### src/rtl/core/ddpid_pkg.sv
// Shared types, widths and constants of the differential drive PID controller.
`timescale 1ns / 1ps

package ddpid_pkg;

    // Field and register widths.
    localparam int FIELD_W  = 24;
    localparam int GAIN_W   = 16;
    localparam int DRIVE_W  = 10;
    localparam int CFG_IDX_W = 3;
    localparam int S_DATA_W = 4 * FIELD_W;
    localparam int M_DATA_W = ((2 * DRIVE_W + 7) / 8) * 8;

    // Internal datapath widths.
    localparam int E1_W   = FIELD_W + 1;          // target minus wheel one position
    localparam int HB_W   = FIELD_W + 2;          // heading target plus |wheel two position|
    localparam int E_W    = 32;                   // scaled errors and the integrator
    localparam int B_W    = E_W + 1;              // multiplier data operand
    localparam int PROD_W = GAIN_W + B_W;
    localparam int Q_W    = PROD_W - 8;           // product after the Q8.8 scaling
    localparam int ACC_W  = Q_W + 2;
    localparam int WCL_W  = 9;                    // wheel term after its clamp
    localparam int HCL_W  = 8;                    // heading term after its clamp

    localparam logic signed [ACC_W-1:0] WHEEL_LIMIT = ACC_W'(200);
    localparam logic signed [ACC_W-1:0] HEAD_LIMIT  = ACC_W'(100);
    localparam logic signed [GAIN_W-1:0] RATIO_RESET = GAIN_W'(256);

    // Configuration register indexes.
    localparam logic [CFG_IDX_W-1:0] REG_HP    = 3'd0;
    localparam logic [CFG_IDX_W-1:0] REG_HI    = 3'd1;
    localparam logic [CFG_IDX_W-1:0] REG_HD    = 3'd2;
    localparam logic [CFG_IDX_W-1:0] REG_LP    = 3'd3;
    localparam logic [CFG_IDX_W-1:0] REG_LD    = 3'd4;
    localparam logic [CFG_IDX_W-1:0] REG_RP    = 3'd5;
    localparam logic [CFG_IDX_W-1:0] REG_RD    = 3'd6;
    localparam logic [CFG_IDX_W-1:0] REG_RATIO = 3'd7;

    // Operand pair fed to the shared multiplier.
    typedef enum logic [3:0] {
        MUL_NONE   = 4'd0,
        MUL_RT     = 4'd1,
        MUL_RP1    = 4'd2,
        MUL_LP_E1  = 4'd3,
        MUL_LD_DE1 = 4'd4,
        MUL_RP_E2  = 4'd5,
        MUL_RD_DE2 = 4'd6,
        MUL_HP_E   = 4'd7,
        MUL_HD_DE  = 4'd8,
        MUL_HI_SUM = 4'd9
    } t_mul_sel;

    typedef struct packed {
        logic     load;
        t_mul_sel mul_sel;
        logic     e2_wr;
        logic     ea_wr;
        logic     e_wr;
        logic     w1_set;
        logic     w1_add;
        logic     w2_set;
        logic     w2_add;
        logic     h_set;
        logic     h_add;
        logic     finish;
        logic     out_wr;
    } t_cmd;

    typedef struct packed {
        logic out_busy;
    } t_sts;

endpackage

### src/rtl/core/ddpid_ctrl.sv
// Sequencer that steps one control tick through the shared multiplier datapath.
`timescale 1ns / 1ps

module ddpid_ctrl (
    input  logic            i_clk,
    input  logic            i_rst_n,
    input  logic            i_s_tvalid,
    output logic            o_s_tready,
    input  ddpid_pkg::t_sts i_sts,
    output ddpid_pkg::t_cmd o_cmd
);
    import ddpid_pkg::*;

    typedef enum logic [13:0] {
        ST_IDLE = 14'b00000000000001,
        ST_S1   = 14'b00000000000010,
        ST_S2   = 14'b00000000000100,
        ST_S3   = 14'b00000000001000,
        ST_S4   = 14'b00000000010000,
        ST_S5   = 14'b00000000100000,
        ST_S6   = 14'b00000001000000,
        ST_S7   = 14'b00000010000000,
        ST_S8   = 14'b00000100000000,
        ST_S9   = 14'b00001000000000,
        ST_S10  = 14'b00010000000000,
        ST_S11  = 14'b00100000000000,
        ST_S12  = 14'b01000000000000,
        ST_S13  = 14'b10000000000000
    } t_state;

    t_state r_state;
    t_state n_state;

    assign o_s_tready = (r_state == ST_IDLE);

    // A product issued in one state is scaled in the next and used in the one after.
    always_comb begin
        n_state = r_state;
        o_cmd   = '0;
        unique case (r_state)
            ST_IDLE: begin
                if (i_s_tvalid) begin
                    o_cmd.load = 1'b1;
                    n_state    = ST_S1;
                end
            end
            ST_S1: begin
                o_cmd.mul_sel = MUL_RT;
                n_state       = ST_S2;
            end
            ST_S2: begin
                o_cmd.mul_sel = MUL_RP1;
                n_state       = ST_S3;
            end
            ST_S3: begin
                o_cmd.mul_sel = MUL_LP_E1;
                o_cmd.e2_wr   = 1'b1;
                n_state       = ST_S4;
            end
            ST_S4: begin
                o_cmd.mul_sel = MUL_LD_DE1;
                o_cmd.ea_wr   = 1'b1;
                n_state       = ST_S5;
            end
            ST_S5: begin
                o_cmd.mul_sel = MUL_RP_E2;
                o_cmd.w1_set  = 1'b1;
                o_cmd.e_wr    = 1'b1;
                n_state       = ST_S6;
            end
            ST_S6: begin
                o_cmd.mul_sel = MUL_RD_DE2;
                o_cmd.w1_add  = 1'b1;
                n_state       = ST_S7;
            end
            ST_S7: begin
                o_cmd.mul_sel = MUL_HP_E;
                o_cmd.w2_set  = 1'b1;
                n_state       = ST_S8;
            end
            ST_S8: begin
                o_cmd.mul_sel = MUL_HD_DE;
                o_cmd.w2_add  = 1'b1;
                n_state       = ST_S9;
            end
            ST_S9: begin
                o_cmd.mul_sel = MUL_HI_SUM;
                o_cmd.h_set   = 1'b1;
                n_state       = ST_S10;
            end
            ST_S10: begin
                o_cmd.h_add = 1'b1;
                n_state     = ST_S11;
            end
            ST_S11: begin
                o_cmd.h_add = 1'b1;
                n_state     = ST_S12;
            end
            ST_S12: begin
                o_cmd.finish = 1'b1;
                n_state      = ST_S13;
            end
            ST_S13: begin
                // Wait here only while the previous result still sits unread.
                if (!i_sts.out_busy) begin
                    o_cmd.out_wr = 1'b1;
                    n_state      = ST_IDLE;
                end
            end
            default: begin
                n_state = ST_IDLE;
            end
        endcase
    end

    always_ff @(posedge i_clk) begin
        if (!i_rst_n) begin
            r_state <= ST_IDLE;
        end else begin
            r_state <= n_state;
        end
    end

endmodule

### src/rtl/core/ddpid_dp.sv
// Datapath: gain registers, shared multiplier, accumulators, clamps and result register.
`timescale 1ns / 1ps

module ddpid_dp (
    input  logic                                       i_clk,
    input  logic                                       i_rst_n,
    input  logic                                       i_cfg_we,
    input  logic [ddpid_pkg::CFG_IDX_W-1:0]            i_cfg_idx,
    input  logic [ddpid_pkg::GAIN_W-1:0]               i_cfg_data,
    input  logic [ddpid_pkg::S_DATA_W-1:0]             i_s_tdata,
    input  ddpid_pkg::t_cmd                            i_cmd,
    output ddpid_pkg::t_sts                            o_sts,
    output logic                                       o_m_tvalid,
    input  logic                                       i_m_tready,
    output logic [ddpid_pkg::M_DATA_W-1:0]             o_m_tdata
);
    import ddpid_pkg::*;

    function automatic logic signed [WCL_W-1:0] clamp_wheel(input logic signed [ACC_W-1:0] v);
        logic signed [WCL_W-1:0] res;
        begin
            if (v > WHEEL_LIMIT) begin
                res = WCL_W'(WHEEL_LIMIT);
            end else if (v < -WHEEL_LIMIT) begin
                res = -WCL_W'(WHEEL_LIMIT);
            end else begin
                res = WCL_W'(v);
            end
            return res;
        end
    endfunction

    function automatic logic signed [HCL_W-1:0] clamp_head(input logic signed [ACC_W-1:0] v);
        logic signed [HCL_W-1:0] res;
        begin
            if (v > HEAD_LIMIT) begin
                res = HCL_W'(HEAD_LIMIT);
            end else if (v < -HEAD_LIMIT) begin
                res = -HCL_W'(HEAD_LIMIT);
            end else begin
                res = HCL_W'(v);
            end
            return res;
        end
    endfunction

    // Configuration registers.
    logic signed [GAIN_W-1:0] r_hp, r_hi, r_hd, r_lp, r_ld, r_rp, r_rd, r_ratio;

    // Per-item working registers.
    logic signed [FIELD_W-1:0] r_tgt, r_p1, r_p2;
    logic signed [E1_W-1:0]    r_e1;
    logic signed [HB_W-1:0]    r_hb;
    logic signed [E_W-1:0]     r_e2, r_ea, r_e;
    logic signed [PROD_W-1:0]  r_prod;
    logic signed [Q_W-1:0]     r_q;
    logic signed [ACC_W-1:0]   r_acc1, r_acc2, r_acch;
    logic signed [WCL_W-1:0]   r_c1, r_c2;
    logic signed [HCL_W-1:0]   r_hc;

    // State carried from tick to tick.
    logic signed [E_W-1:0]     r_hsum, r_hl, r_w2l;
    logic signed [E1_W-1:0]    r_w1l;

    logic signed [DRIVE_W-1:0] r_d1, r_d2;
    logic                      r_valid;

    logic signed [FIELD_W-1:0] w_in_tgt, w_in_htgt, w_in_p1, w_in_p2;
    logic signed [HB_W-1:0]    w_abs_p2;
    logic signed [GAIN_W-1:0]  w_a;
    logic signed [B_W-1:0]     w_b;
    logic signed [PROD_W-1:0]  w_adj;
    logic signed [E_W-1:0]     w_q32;
    logic signed [E_W:0]       w_sum;
    logic signed [E_W-1:0]     w_sum_sat;

    assign w_in_tgt  = i_s_tdata[FIELD_W-1:0];
    assign w_in_htgt = i_s_tdata[2*FIELD_W-1:FIELD_W];
    assign w_in_p1   = i_s_tdata[3*FIELD_W-1:2*FIELD_W];
    assign w_in_p2   = i_s_tdata[4*FIELD_W-1:3*FIELD_W];
    assign w_abs_p2  = w_in_p2[FIELD_W-1] ? -HB_W'(w_in_p2) : HB_W'(w_in_p2);

    always_comb begin
        unique case (i_cmd.mul_sel)
            MUL_RT: begin
                w_a = r_ratio;
                w_b = B_W'(r_tgt);
            end
            MUL_RP1: begin
                w_a = r_ratio;
                w_b = B_W'(r_p1);
            end
            MUL_LP_E1: begin
                w_a = r_lp;
                w_b = B_W'(r_e1);
            end
            MUL_LD_DE1: begin
                w_a = r_ld;
                w_b = B_W'(r_e1) - B_W'(r_w1l);
            end
            MUL_RP_E2: begin
                w_a = r_rp;
                w_b = B_W'(r_e2);
            end
            MUL_RD_DE2: begin
                w_a = r_rd;
                w_b = B_W'(r_e2) - B_W'(r_w2l);
            end
            MUL_HP_E: begin
                w_a = r_hp;
                w_b = B_W'(r_e);
            end
            MUL_HD_DE: begin
                w_a = r_hd;
                w_b = B_W'(r_e) - B_W'(r_hl);
            end
            MUL_HI_SUM: begin
                w_a = r_hi;
                w_b = B_W'(r_hsum);
            end
            default: begin
                w_a = '0;
                w_b = '0;
            end
        endcase
    end

    // Division by 256 truncating toward zero: bias negative products before the shift.
    assign w_adj = r_prod + (r_prod[PROD_W-1] ? PROD_W'(255) : PROD_W'(0));
    assign w_q32 = E_W'(r_q);

    always_comb begin
        w_sum = (E_W+1)'(r_hsum) + (E_W+1)'(r_e);
        if (w_sum[E_W] != w_sum[E_W-1]) begin
            w_sum_sat = w_sum[E_W] ? {1'b1, {(E_W-1){1'b0}}} : {1'b0, {(E_W-1){1'b1}}};
        end else begin
            w_sum_sat = w_sum[E_W-1:0];
        end
    end

    always_ff @(posedge i_clk) begin
        if (!i_rst_n) begin
            r_hp    <= '0;
            r_hi    <= '0;
            r_hd    <= '0;
            r_lp    <= '0;
            r_ld    <= '0;
            r_rp    <= '0;
            r_rd    <= '0;
            r_ratio <= RATIO_RESET;
        end else if (i_cfg_we) begin
            unique case (i_cfg_idx)
                REG_HP:    r_hp    <= i_cfg_data;
                REG_HI:    r_hi    <= i_cfg_data;
                REG_HD:    r_hd    <= i_cfg_data;
                REG_LP:    r_lp    <= i_cfg_data;
                REG_LD:    r_ld    <= i_cfg_data;
                REG_RP:    r_rp    <= i_cfg_data;
                REG_RD:    r_rd    <= i_cfg_data;
                REG_RATIO: r_ratio <= i_cfg_data;
            endcase
        end
    end

    always_ff @(posedge i_clk) begin
        if (!i_rst_n) begin
            r_hsum <= '0;
            r_hl   <= '0;
            r_w1l  <= '0;
            r_w2l  <= '0;
        end else if (i_cmd.finish) begin
            r_hsum <= w_sum_sat;
            r_hl   <= r_e;
            r_w1l  <= r_e1;
            r_w2l  <= r_e2;
        end
    end

    always_ff @(posedge i_clk) begin
        if (!i_rst_n) begin
            r_valid <= 1'b0;
        end else if (i_cmd.out_wr) begin
            r_valid <= 1'b1;
        end else if (i_m_tready) begin
            r_valid <= 1'b0;
        end
    end

    always_ff @(posedge i_clk) begin
        r_prod <= PROD_W'(w_a) * PROD_W'(w_b);
        r_q    <= w_adj[PROD_W-1:8];
        if (i_cmd.load) begin
            r_tgt <= w_in_tgt;
            r_p1  <= w_in_p1;
            r_p2  <= w_in_p2;
            r_e1  <= E1_W'(w_in_tgt) - E1_W'(w_in_p1);
            r_hb  <= HB_W'(w_in_htgt) + w_abs_p2;
        end
        if (i_cmd.e2_wr) begin
            r_e2 <= w_q32 - E_W'(r_p2);
        end
        if (i_cmd.ea_wr) begin
            r_ea <= w_q32[E_W-1] ? -w_q32 : w_q32;
        end
        if (i_cmd.e_wr) begin
            r_e <= E_W'(r_hb) - r_ea;
        end
        if (i_cmd.w1_set) begin
            r_acc1 <= ACC_W'(r_q);
        end else if (i_cmd.w1_add) begin
            r_acc1 <= r_acc1 + ACC_W'(r_q);
        end
        if (i_cmd.w2_set) begin
            r_acc2 <= ACC_W'(r_q);
        end else if (i_cmd.w2_add) begin
            r_acc2 <= r_acc2 + ACC_W'(r_q);
        end
        if (i_cmd.h_set) begin
            r_acch <= ACC_W'(r_q);
        end else if (i_cmd.h_add) begin
            r_acch <= r_acch + ACC_W'(r_q);
        end
        if (i_cmd.finish) begin
            r_c1 <= clamp_wheel(r_acc1);
            r_c2 <= clamp_wheel(r_acc2);
            r_hc <= clamp_head(r_acch);
        end
        if (i_cmd.out_wr) begin
            r_d1 <= DRIVE_W'(r_c1) + DRIVE_W'(r_hc);
            r_d2 <= DRIVE_W'(r_c2) - DRIVE_W'(r_hc);
        end
    end

    assign o_sts.out_busy = r_valid && !i_m_tready;
    assign o_m_tvalid     = r_valid;
    assign o_m_tdata      = {{(M_DATA_W-2*DRIVE_W){1'b0}}, r_d2, r_d1};

endmodule

### src/rtl/core/differential_drive_pid_controller_core.sv
// One input item is worked on at a time: a new item is taken only once the sequencer has
// written the previous result, after the nine products are sequenced through one
// 16 x 33 bit multiplier with a two-register scaling pipeline; a stalled output holds it.
// The next input item is taken while the previous result still waits in the output register.
// Reset (synchronous, active low) clears the sequencer, the output valid, all tick history
// and the gains; the wheel ratio resets to 1.0.
`timescale 1ns / 1ps

module differential_drive_pid_controller_core (
    input  logic                                  i_clk,
    input  logic                                  i_rst_n,
    input  logic                                  i_cfg_we,
    input  logic [ddpid_pkg::CFG_IDX_W-1:0]       i_cfg_idx,
    input  logic [ddpid_pkg::GAIN_W-1:0]          i_cfg_data,
    input  logic                                  i_s_tvalid,
    output logic                                  o_s_tready,
    // target_ticks, heading_target, wheel1_position, wheel2_position (24 bits each)
    input  logic [ddpid_pkg::S_DATA_W-1:0]        i_s_tdata,
    output logic                                  o_m_tvalid,
    input  logic                                  i_m_tready,
    // drive1 [9:0], drive2 [19:10], zero fill above
    output logic [ddpid_pkg::M_DATA_W-1:0]        o_m_tdata
);
    import ddpid_pkg::*;

    t_cmd w_cmd;
    t_sts w_sts;

    ddpid_ctrl u_ctrl (
        .i_clk      (i_clk),
        .i_rst_n    (i_rst_n),
        .i_s_tvalid (i_s_tvalid),
        .o_s_tready (o_s_tready),
        .i_sts      (w_sts),
        .o_cmd      (w_cmd)
    );

    ddpid_dp u_dp (
        .i_clk      (i_clk),
        .i_rst_n    (i_rst_n),
        .i_cfg_we   (i_cfg_we),
        .i_cfg_idx  (i_cfg_idx),
        .i_cfg_data (i_cfg_data),
        .i_s_tdata  (i_s_tdata),
        .i_cmd      (w_cmd),
        .o_sts      (w_sts),
        .o_m_tvalid (o_m_tvalid),
        .i_m_tready (i_m_tready),
        .o_m_tdata  (o_m_tdata)
    );

endmodule

### config.mk
export PLATFORM = sky130hd
export DESIGN_NAME = differential_drive_pid_controller_core
export DESIGN_NICKNAME = d
export VERILOG_FILES = /design/src/rtl/core/ddpid_pkg.sv /design/src/rtl/core/ddpid_ctrl.sv /design/src/rtl/core/ddpid_dp.sv /design/src/rtl/core/differential_drive_pid_controller_core.sv
export SDC_FILE = /design/constraint.sdc
export NUM_CORES = 2
export LEC_CHECK = 0
export ABC_AREA = 1
export CAP_MARGIN = 5
export CORE_ASPECT_RATIO = 2
export CORE_MARGIN = 3
export CORE_UTILIZATION = 50
export CTS_BUF_LIST = sky130_fd_sc_hd__clkbuf_4 sky130_fd_sc_hd__clkbuf_8
export CTS_CLUSTER_DIAMETER = 200
export DETAILED_ROUTE_END_ITERATION = 12
export DONT_BUFFER_PORTS = 1
export PLACE_DENSITY = 0.69
export SYNTH_ARGS = -nofsm -noshare
export SYNTH_HDL_FRONTEND = slang
export SYNTH_SLANG_ARGS = --single-unit
### constraint.sdc
create_clock -name i_clk -period 7.9 [get_ports i_clk]
set_clock_uncertainty 0.05 [all_clocks]
set_input_delay 0.79 -clock i_clk [delete_from_list [all_inputs] [get_ports i_clk]]
set_output_delay 0.79 -clock i_clk [all_outputs]
set_load 0.05 [all_outputs]
Word-level counts from Yosys, hierarchy flattened
Cells that the tools add are included.
- register bits: 748
- bits of input ports: 120
- output and inout bits: 26
- word-level logic and storage cells: 148
- $add $sub $neg: 16
- multipliers: 1
- $lt $le $gt $ge: 6
- eq/ne operators: 33
- muxes and demuxes: 35
- reductions and logical operators: 21
- operators by type and width (kind ; count):
    case mux 33 bit (9 select lines) ; 1
    2-to-1 mux 43 bit ; 6
    case mux 14 bit (14 select lines) ; 1
    adder 43 x 41 -> 43 bit ; 3
    case mux 16 bit (8 select lines) ; 1
    > comparator 43 x 9 -> 1 bit (second input constant) ; 2
    < comparator 43 x 9 -> 1 bit (second input constant) ; 2
    subtractor 32 x 32 -> 33 bit ; 2
    2-to-1 mux 32 bit ; 2
    adder 49 bit ; 1
    multiplier 16 x 33 -> 49 bit ; 1
    > comparator 43 x 8 -> 1 bit (second input constant) ; 1
    < comparator 43 x 8 -> 1 bit (second input constant) ; 1
    case mux 4 bit (9 select lines) ; 1
    adder 32 x 32 -> 33 bit ; 1
    negation 32 bit ; 1
    subtractor 26 x 32 -> 32 bit ; 1
    subtractor 32 x 24 -> 32 bit ; 1
    2-to-1 mux 31 bit ; 1
    2-to-1 mux 14 bit ; 2
    adder 24 x 26 -> 26 bit ; 1
    2-to-1 mux 26 bit ; 1
    negation 24 -> 26 bit ; 1
    subtractor 25 x 25 -> 26 bit ; 1
    36 further kinds ; 76

Longest topological paths before layout
- word-level depth: 6
- gate-level depth with buffers: 41
- depth with buffers taken out: 40

Hierarchy
From an unflattened synthesis, not the netlist that was laid out.
- cell total of the unflattened synthesis: 10016
- area total of the unflattened synthesis: 73167.7 um^2
- by module, submodules not included (module ; times used ; cells an instance ; area an instance (um^2) ; sequential area each (um^2)):
    ddpid_dp ; 1 ; 9878 ; 72293.1 ; 18637.9
    ddpid_ctrl ; 1 ; 138 ; 874.6 ; 280.3

Worst setup path before layout
OpenSTA, ideal clock, no wires.
- kind: reg2reg
- from: register u_dp.r_e2[0]
- to: register u_dp.r_prod[42]
- setup time: 72 ps
- arrival: 7301 ps
- required time: 7778 ps
- setup slack: 478 ps
- stages on the path, launching flop included: 38
- buffers on the path: 1
- period minus slack after synthesis: 7422 ps
- cell sequence: edfxtp_1 -> inv_1 -> ha_1 -> fa_1 -> inv_1 -> nand2_1 -> o21ai_2 -> nand2_1 -> nand2_1 -> nand2_1 -> nand2_1 -> nand2_1 -> nand3_1 -> nand2_1 -> nor2_1 -> nor2_2 -> nand2_2 -> buf_4 -> (+2 left out) -> inv_1 -> fa_1 -> inv_1 -> fa_1 -> inv_1 -> fa_1 -> fa_1 -> inv_1 -> fa_1 -> inv_1 -> ha_1 -> nand2_1 -> nor2_1 -> inv_1 -> nor4_1 -> nand4_1 -> nand3_1 -> xor2_1
- word-level cells in the longest chain between the ends: 3
- RTL lines (element ; line ; RTL):
    from (decl) ; ddpid_dp.sv:54 ; logic signed [E_W-1:0] r_e2, r_ea, r_e;
    from (signal assigned) ; ddpid_dp.sv:200 ; r_e2 <= w_q32 - E_W'(r_p2);
    subtractor 32 x 32 -> 33 bit ; ddpid_dp.sv:107 ; w_b = B_W'(r_e2) - B_W'(r_w2l);
    case mux 33 bit (9 select lines) * ; ddpid_dp.sv:84 ; unique case (i_cmd.mul_sel)
    multiplier 16 x 33 -> 49 bit * ; ddpid_dp.sv:190 ; r_prod <= PROD_W'(w_a) * PROD_W'(w_b);
    to (signal assigned) ; ddpid_dp.sv:190 ;
    to (decl) ; ddpid_dp.sv:55 ; logic signed [PROD_W-1:0] r_prod;
Every way passes the cells marked *; elsewhere a longest branch is shown, timed or not.
A chain may end at the register's enable or synchronous reset.

Worst setup path in the final report
- from: register u_ctrl.r_state[11]
- to: register u_dp.r_prod[48]
- word-level cells in the longest chain between the ends: 6
- elaborated cells between the ends (all ways): 23
- those cells by class: mul: 1; eq/ne: 18; mux: 3; reduce/logical: 1
- RTL lines (element ; line ; RTL):
    from (decl) ; ddpid_ctrl.sv:31 ; t_state r_state;
    from (signal assigned) ; ddpid_ctrl.sv:120 ; r_state <= n_state;
    equality test 14 x 10 -> 1 bit (tied with other cells) ; ddpid_ctrl.sv:40 ; unique case (r_state)
    case mux 4 bit (9 select lines) * ; ddpid_ctrl.sv:40 ;
    equality test 4 x 1 -> 1 bit or equality test 4 x 2 -> 1 bit (tied branches) ; ddpid_dp.sv:84 ;
    OR reduction 2 bit (no source line) ; - ;
    case mux 16 bit (8 select lines) ; ddpid_dp.sv:84 ;
    multiplier 16 x 33 -> 49 bit * ; ddpid_dp.sv:190 ;
Marks and branches as above.

==> impl_metrics.py <==
metrics = {
    "outcome": {
        "outcome": "finished, violations left",
        "failed_checks": "negative setup slack",
    },
    "power": {
        "power_internal_uw": 6920,
        "power_frac_seq_pct": 44.2,
        "comb_power_share_pct": 13.3,
        "pwr_cell_area_mw_per_mm2": 107,
        "p_sw_uw": 2770,
        "switching_share_pct": 28.6,
        "p_clk_share_pct": 42.5,
        "leakage_uw": 0.0428,
        "irDropWorstVdd_v": 0.000178,
    },
    "synthesis": {
        "synth_async_sr_flop_share_pct": 0,
        "synth_top_cells_by_area": "sky130_fd_sc_hd__edfxtp_1 16%, sky130_fd_sc_hd__fa_1 14%, sky130_fd_sc_hd__nand2_1 11%",
        "cell_area_after_technology_mapping_sq_mm": 0.0734,
        "synth_flop_cell": "sky130_fd_sc_hd__edfxtp_1",
        "synth_area_per_inst_sq_um": 7.31,
        "yosysUniqueCellTypes": 74,
        "edff_count_synth": 394,
        "synth.yosys.seq_area_share_pct": 25.8,
        "register_bit_total_from_synthesis": 748,
        "synth.largest_area_cell": "sky130_fd_sc_hd__edfxtp_1",
        "synth_top_area_share_pct": 16.1,
        "yosysWarnings": 0,
        "post_synthesis_cell_count": 10000,
    },
    "sta": {
        "fin_crit_sh_pct": 102,
        "grt_setup_unrepaired": "true",
        "max_freq_mhz": 125,
        "timing.setup.tns_ns": -0.356,
        "worst_setup_margin_ns": -0.128,
        "max_slew.worst_pin.slew_ns": 1.35,
        "timing.final.max_slew_violations": 0,
        "timing_hold_violations_final": 0,
        "finalHoldWorstSlack_ns": 0.0490,
        "finalCriticalPeriod_ns": 8.03,
        "maxSlewHeadroom_pct": 9.08,
        "setup-violations-final": 6,
    },
    "layout": {
        "commonest_cells_after_routing_fill_and_taps_aside": "2038 x sky130_fd_sc_hd__nand2_1, 1690 x sky130_fd_sc_hd__inv_1, 1021 x sky130_fd_sc_hd__nor2_1, 992 x sky130_fd_sc_hd__buf_4, 672 x sky130_fd_sc_hd__a21oi_1",
        "layout.cells.most_common": "sky130_fd_sc_hd__nand2_1",
        "instances_no_fill": 13100,
        "num-nets-final": 12200,
        "post_route_cells_drive_above_1_share_pct": 17.5,
        "flow.area_growth_from_synthesis_pct": 23.1,
    },
    "min_path": {
        "hold_path.class": "in2reg",
        "timing.hold.worst_path_depth": 2,
        "worst_hold_startpoint": "i_cfg_data[3]",
        "whs_endpoint": "u_dp.r_rd[3]$_SDFFE_PN0P_",
    },
    "floorplan": {
        "die_area_sq_mm": 0.152,
        "initial_core_util_pct": 50.4,
        "fp.coreArea_sq_mm": 0.146,
        "die_height_um": 548,
        "io-pin-count": 146,
        "dieWidth_um": 277,
        "rows": 198,
    },
    "cts": {
        "latest_clock_arrival_within_the_worst_skew_pair_ns": 0.92,
        "clk_root_buffer_cell": "sky130_fd_sc_hd__clkbuf_8",
        "cts_made_buffers": 117,
        "cts_sinks": 748,
        "max-clock-path-buffers": 3,
        "clk_transition_reported_paths_ns": 0.08,
        "tritoncts_clock_tree": "built",
        "h-tree-depth": 3,
    },
    "detailed_routing": {
        "detail_route.wl_per_cell_um": 26.7,
        "number_of_search_and_repair_iterations_in_the_first_detailed_routing_pass": 6,
        "detail_route.drc_violations": 0,
        "post_drt_via_cell_ratio": 5.83,
        "antenna_left": 0,
        "routed-via-count": 76500,
        "detailedRoute.firstIterationViolations": 5941,
        "totalWireLength_mm": 351,
    },
    "setup_path": {
        "timing_worst_setup_path_type": "reg2reg",
        "worst_setup_path_end_kind": "flop",
        "cp_slowest_cell": "sky130_fd_sc_hd__fa_1",
        "cp_data_required_time_ns": 8.61,
        "cp_data_arrival_time_ns": 8.74,
        "critical-path-max-stage-delay_ns": 0.55,
        "reg2regPathDepth": 33,
        "crit_fanout": 9,
        "setup.reg_to_reg.worst_slack_ns": -0.13,
        "worst_setup_path_start_kind": "flop",
        "reg2reg_to": "u_dp.r_prod[48]$_DFF_P_",
        "critical_path.reg2reg.startpoint": "u_ctrl.r_state[11]$_SDFFE_PN0P_",
    },
    "grt": {
        "grt_pass1_wl_mm": 503,
        "gr-total-overflow": 0,
        "grt_usage_pct": 45.3,
        "grt_pass1_vias": 79700,
        "grt_start_max_net_pins": 221,
        "antenna_violations_before_repair": 18,
    },
    "place": {
        "finalWeightedCongestion": 1.13,
        "post-dp-hpwl_mm": 282,
        "place_inst": 12700,
        "port-buffer-count": 0,
    },
    "job": {
        "cap_viol_max_count": 0,
    },
}
## state kept, by name, summed over array words and instances (netlist names), 24 cells and up
name	flops
u_dp.r_q	41
u_dp.r_e	32
u_dp.r_p2	24
u_dp.r_e1	25
u_dp.r_p1	24
u_dp.r_w2l	32
u_dp.r_acch	43
u_dp.r_prod	49
u_dp.r_hl	32
u_dp.r_e2	32
u_dp.r_ea	32
u_dp.r_w1l	25
u_dp.r_acc2	43
u_dp.r_acc1	43
u_dp.r_hsum	32
u_dp.r_tgt	24
u_dp.r_hb	26
## power by group through the flow
| stage | clock network [uW] | logic, uW | registers (uW) |
|---|---|---|---|
| 3_5_place_dp | 0 | 1130 | 4360 |
| 4_1_cts | 4140 | 1210 | 4270 |
| 5_1_grt | 4270 | 1380 | 4280 |
| 3_3_place_gp | 0 | 1120 | 4350 |
| 2_1_floorplan | 0 | 683 | 4340 |
| 6_report | 4120 | 1290 | 4280 |
## Yosys cell counts, drive strengths merged (147+ instances only)
| cell | n |
|---|---|
| nand4 | 164 |
| inv | 1746 |
| nand3 | 450 |
| fa | 514 |
| o21ai | 710 |
| nand2 | 2134 |
| dfxtp | 354 |
| edfxtp | 394 |
| a21oi | 743 |
| ha | 500 |
| xor2 | 212 |
| nor2 | 1170 |
| nor3 | 147 |
## worst max-delay path, delay by kind of cell (launching register included)
kind	cells	cell delay [ns]
buffers and inverters	11	1.58
flip-flops	1	0.41
XOR/XNOR	1	0.15
AND/OR/NAND/NOR	10	1.46
adder cells (fa/ha/maj)	7	3.41
AO/OA/AOI/OAI	4	0.77
## how the worst max path moves through the flow
stage | from | end | slack, ns | cells past startpoint
after floorplan | u_dp.r_e2[0]$_DFFE_PP_ | u_dp.r_prod[42]$_DFF_P_ | 0.48 | 37
after global placement | u_dp.r_e2[8]$_DFFE_PP_ | u_dp.r_prod[44]$_DFF_P_ | -1.25 | 32
after detailed placement | u_dp.r_e2[8]$_DFFE_PP_ | u_dp.r_prod[44]$_DFF_P_ | -1.29 | 32
after CTS | u_dp.r_e2[0]$_DFFE_PP_ | u_dp.r_prod[43]$_DFF_P_ | 0.0004 | 38
after global routing | u_ctrl.r_state[7]$_SDFFE_PN0P_ | u_dp.r_prod[48]$_DFF_P_ | -0.31 | 36
final | u_ctrl.r_state[11]$_SDFFE_PN0P_ | u_dp.r_prod[48]$_DFF_P_ | -0.13 | 33
## routing by layer
metal	global-route usage (%)	up-vias	share of wire (%)
li1	-	34600	-
met1	39.5	36200	29
met2	79.0	3791	49
met3	9.82	1977	6.8
met4	54.0	18	15
met5	0	-	0.032
## repair_timing
item                                   in CTS  in global routing
setup buffers                              13                 63
pin swaps                                  37                184
resized for setup                         155                502
setup endpoints to repair                  36                 39
hold buffers                               94                  0
endpoints found under the hold margin     155                  0
## per-stage QoR
| stage | setup slack, ns | utilization [%] | total power, uW | instance area (sq um) |
|---|---|---|---|---|
| after floorplan | 0.478 | - | 5020 | 73400 |
| after global placement | -1.25 | 57.0 | 5470 | 83000 |
| after detailed placement | -1.29 | 57.0 | 5490 | 83000 |
| after CTS | 0.000430 | 60.1 | 9620 | 87600 |
| after global routing | -0.313 | 62.0 | 9940 | 90200 |
| final | -0.128 | 62.0 | 9690 | 90300 |
## cell type report
| class | instances | area, sq um |
|---|---|---|
| Antenna cell | 18 | 45.0 |
| Clock buffer | 155 | 1960 |
| Clock inverter | 64 | 878 |
| Fill cell | 13300 | 55400 |
| Inverter | 1750 | 6620 |
| Multi-Input combinational cell | 7310 | 49400 |
| Sequential cell | 748 | 18900 |
| Tap cell | 1900 | 2380 |
| Timing Repair Buffer | 1181 | 10100 |
## cell families (layout without fill, tap and decap cells)
group / Yosys count / count (layout) / share of synthesized area (%)
and+or+nand+nor: 4218 / 4218 / 24.3
DFF: 748 / 748 / 25.8
buffers and inverters: 1975 / 3150 / 10.5
xor gates and xnor gates: 323 / 323 / 3.86
AOI/OAI and AO/OA: 1750 / 1750 / 13.0
adders and majority gates: 1014 / 1014 / 22.6
other: 1 / 23 / 0.00511
Note: power is estimated with default switching activity, not from simulation.
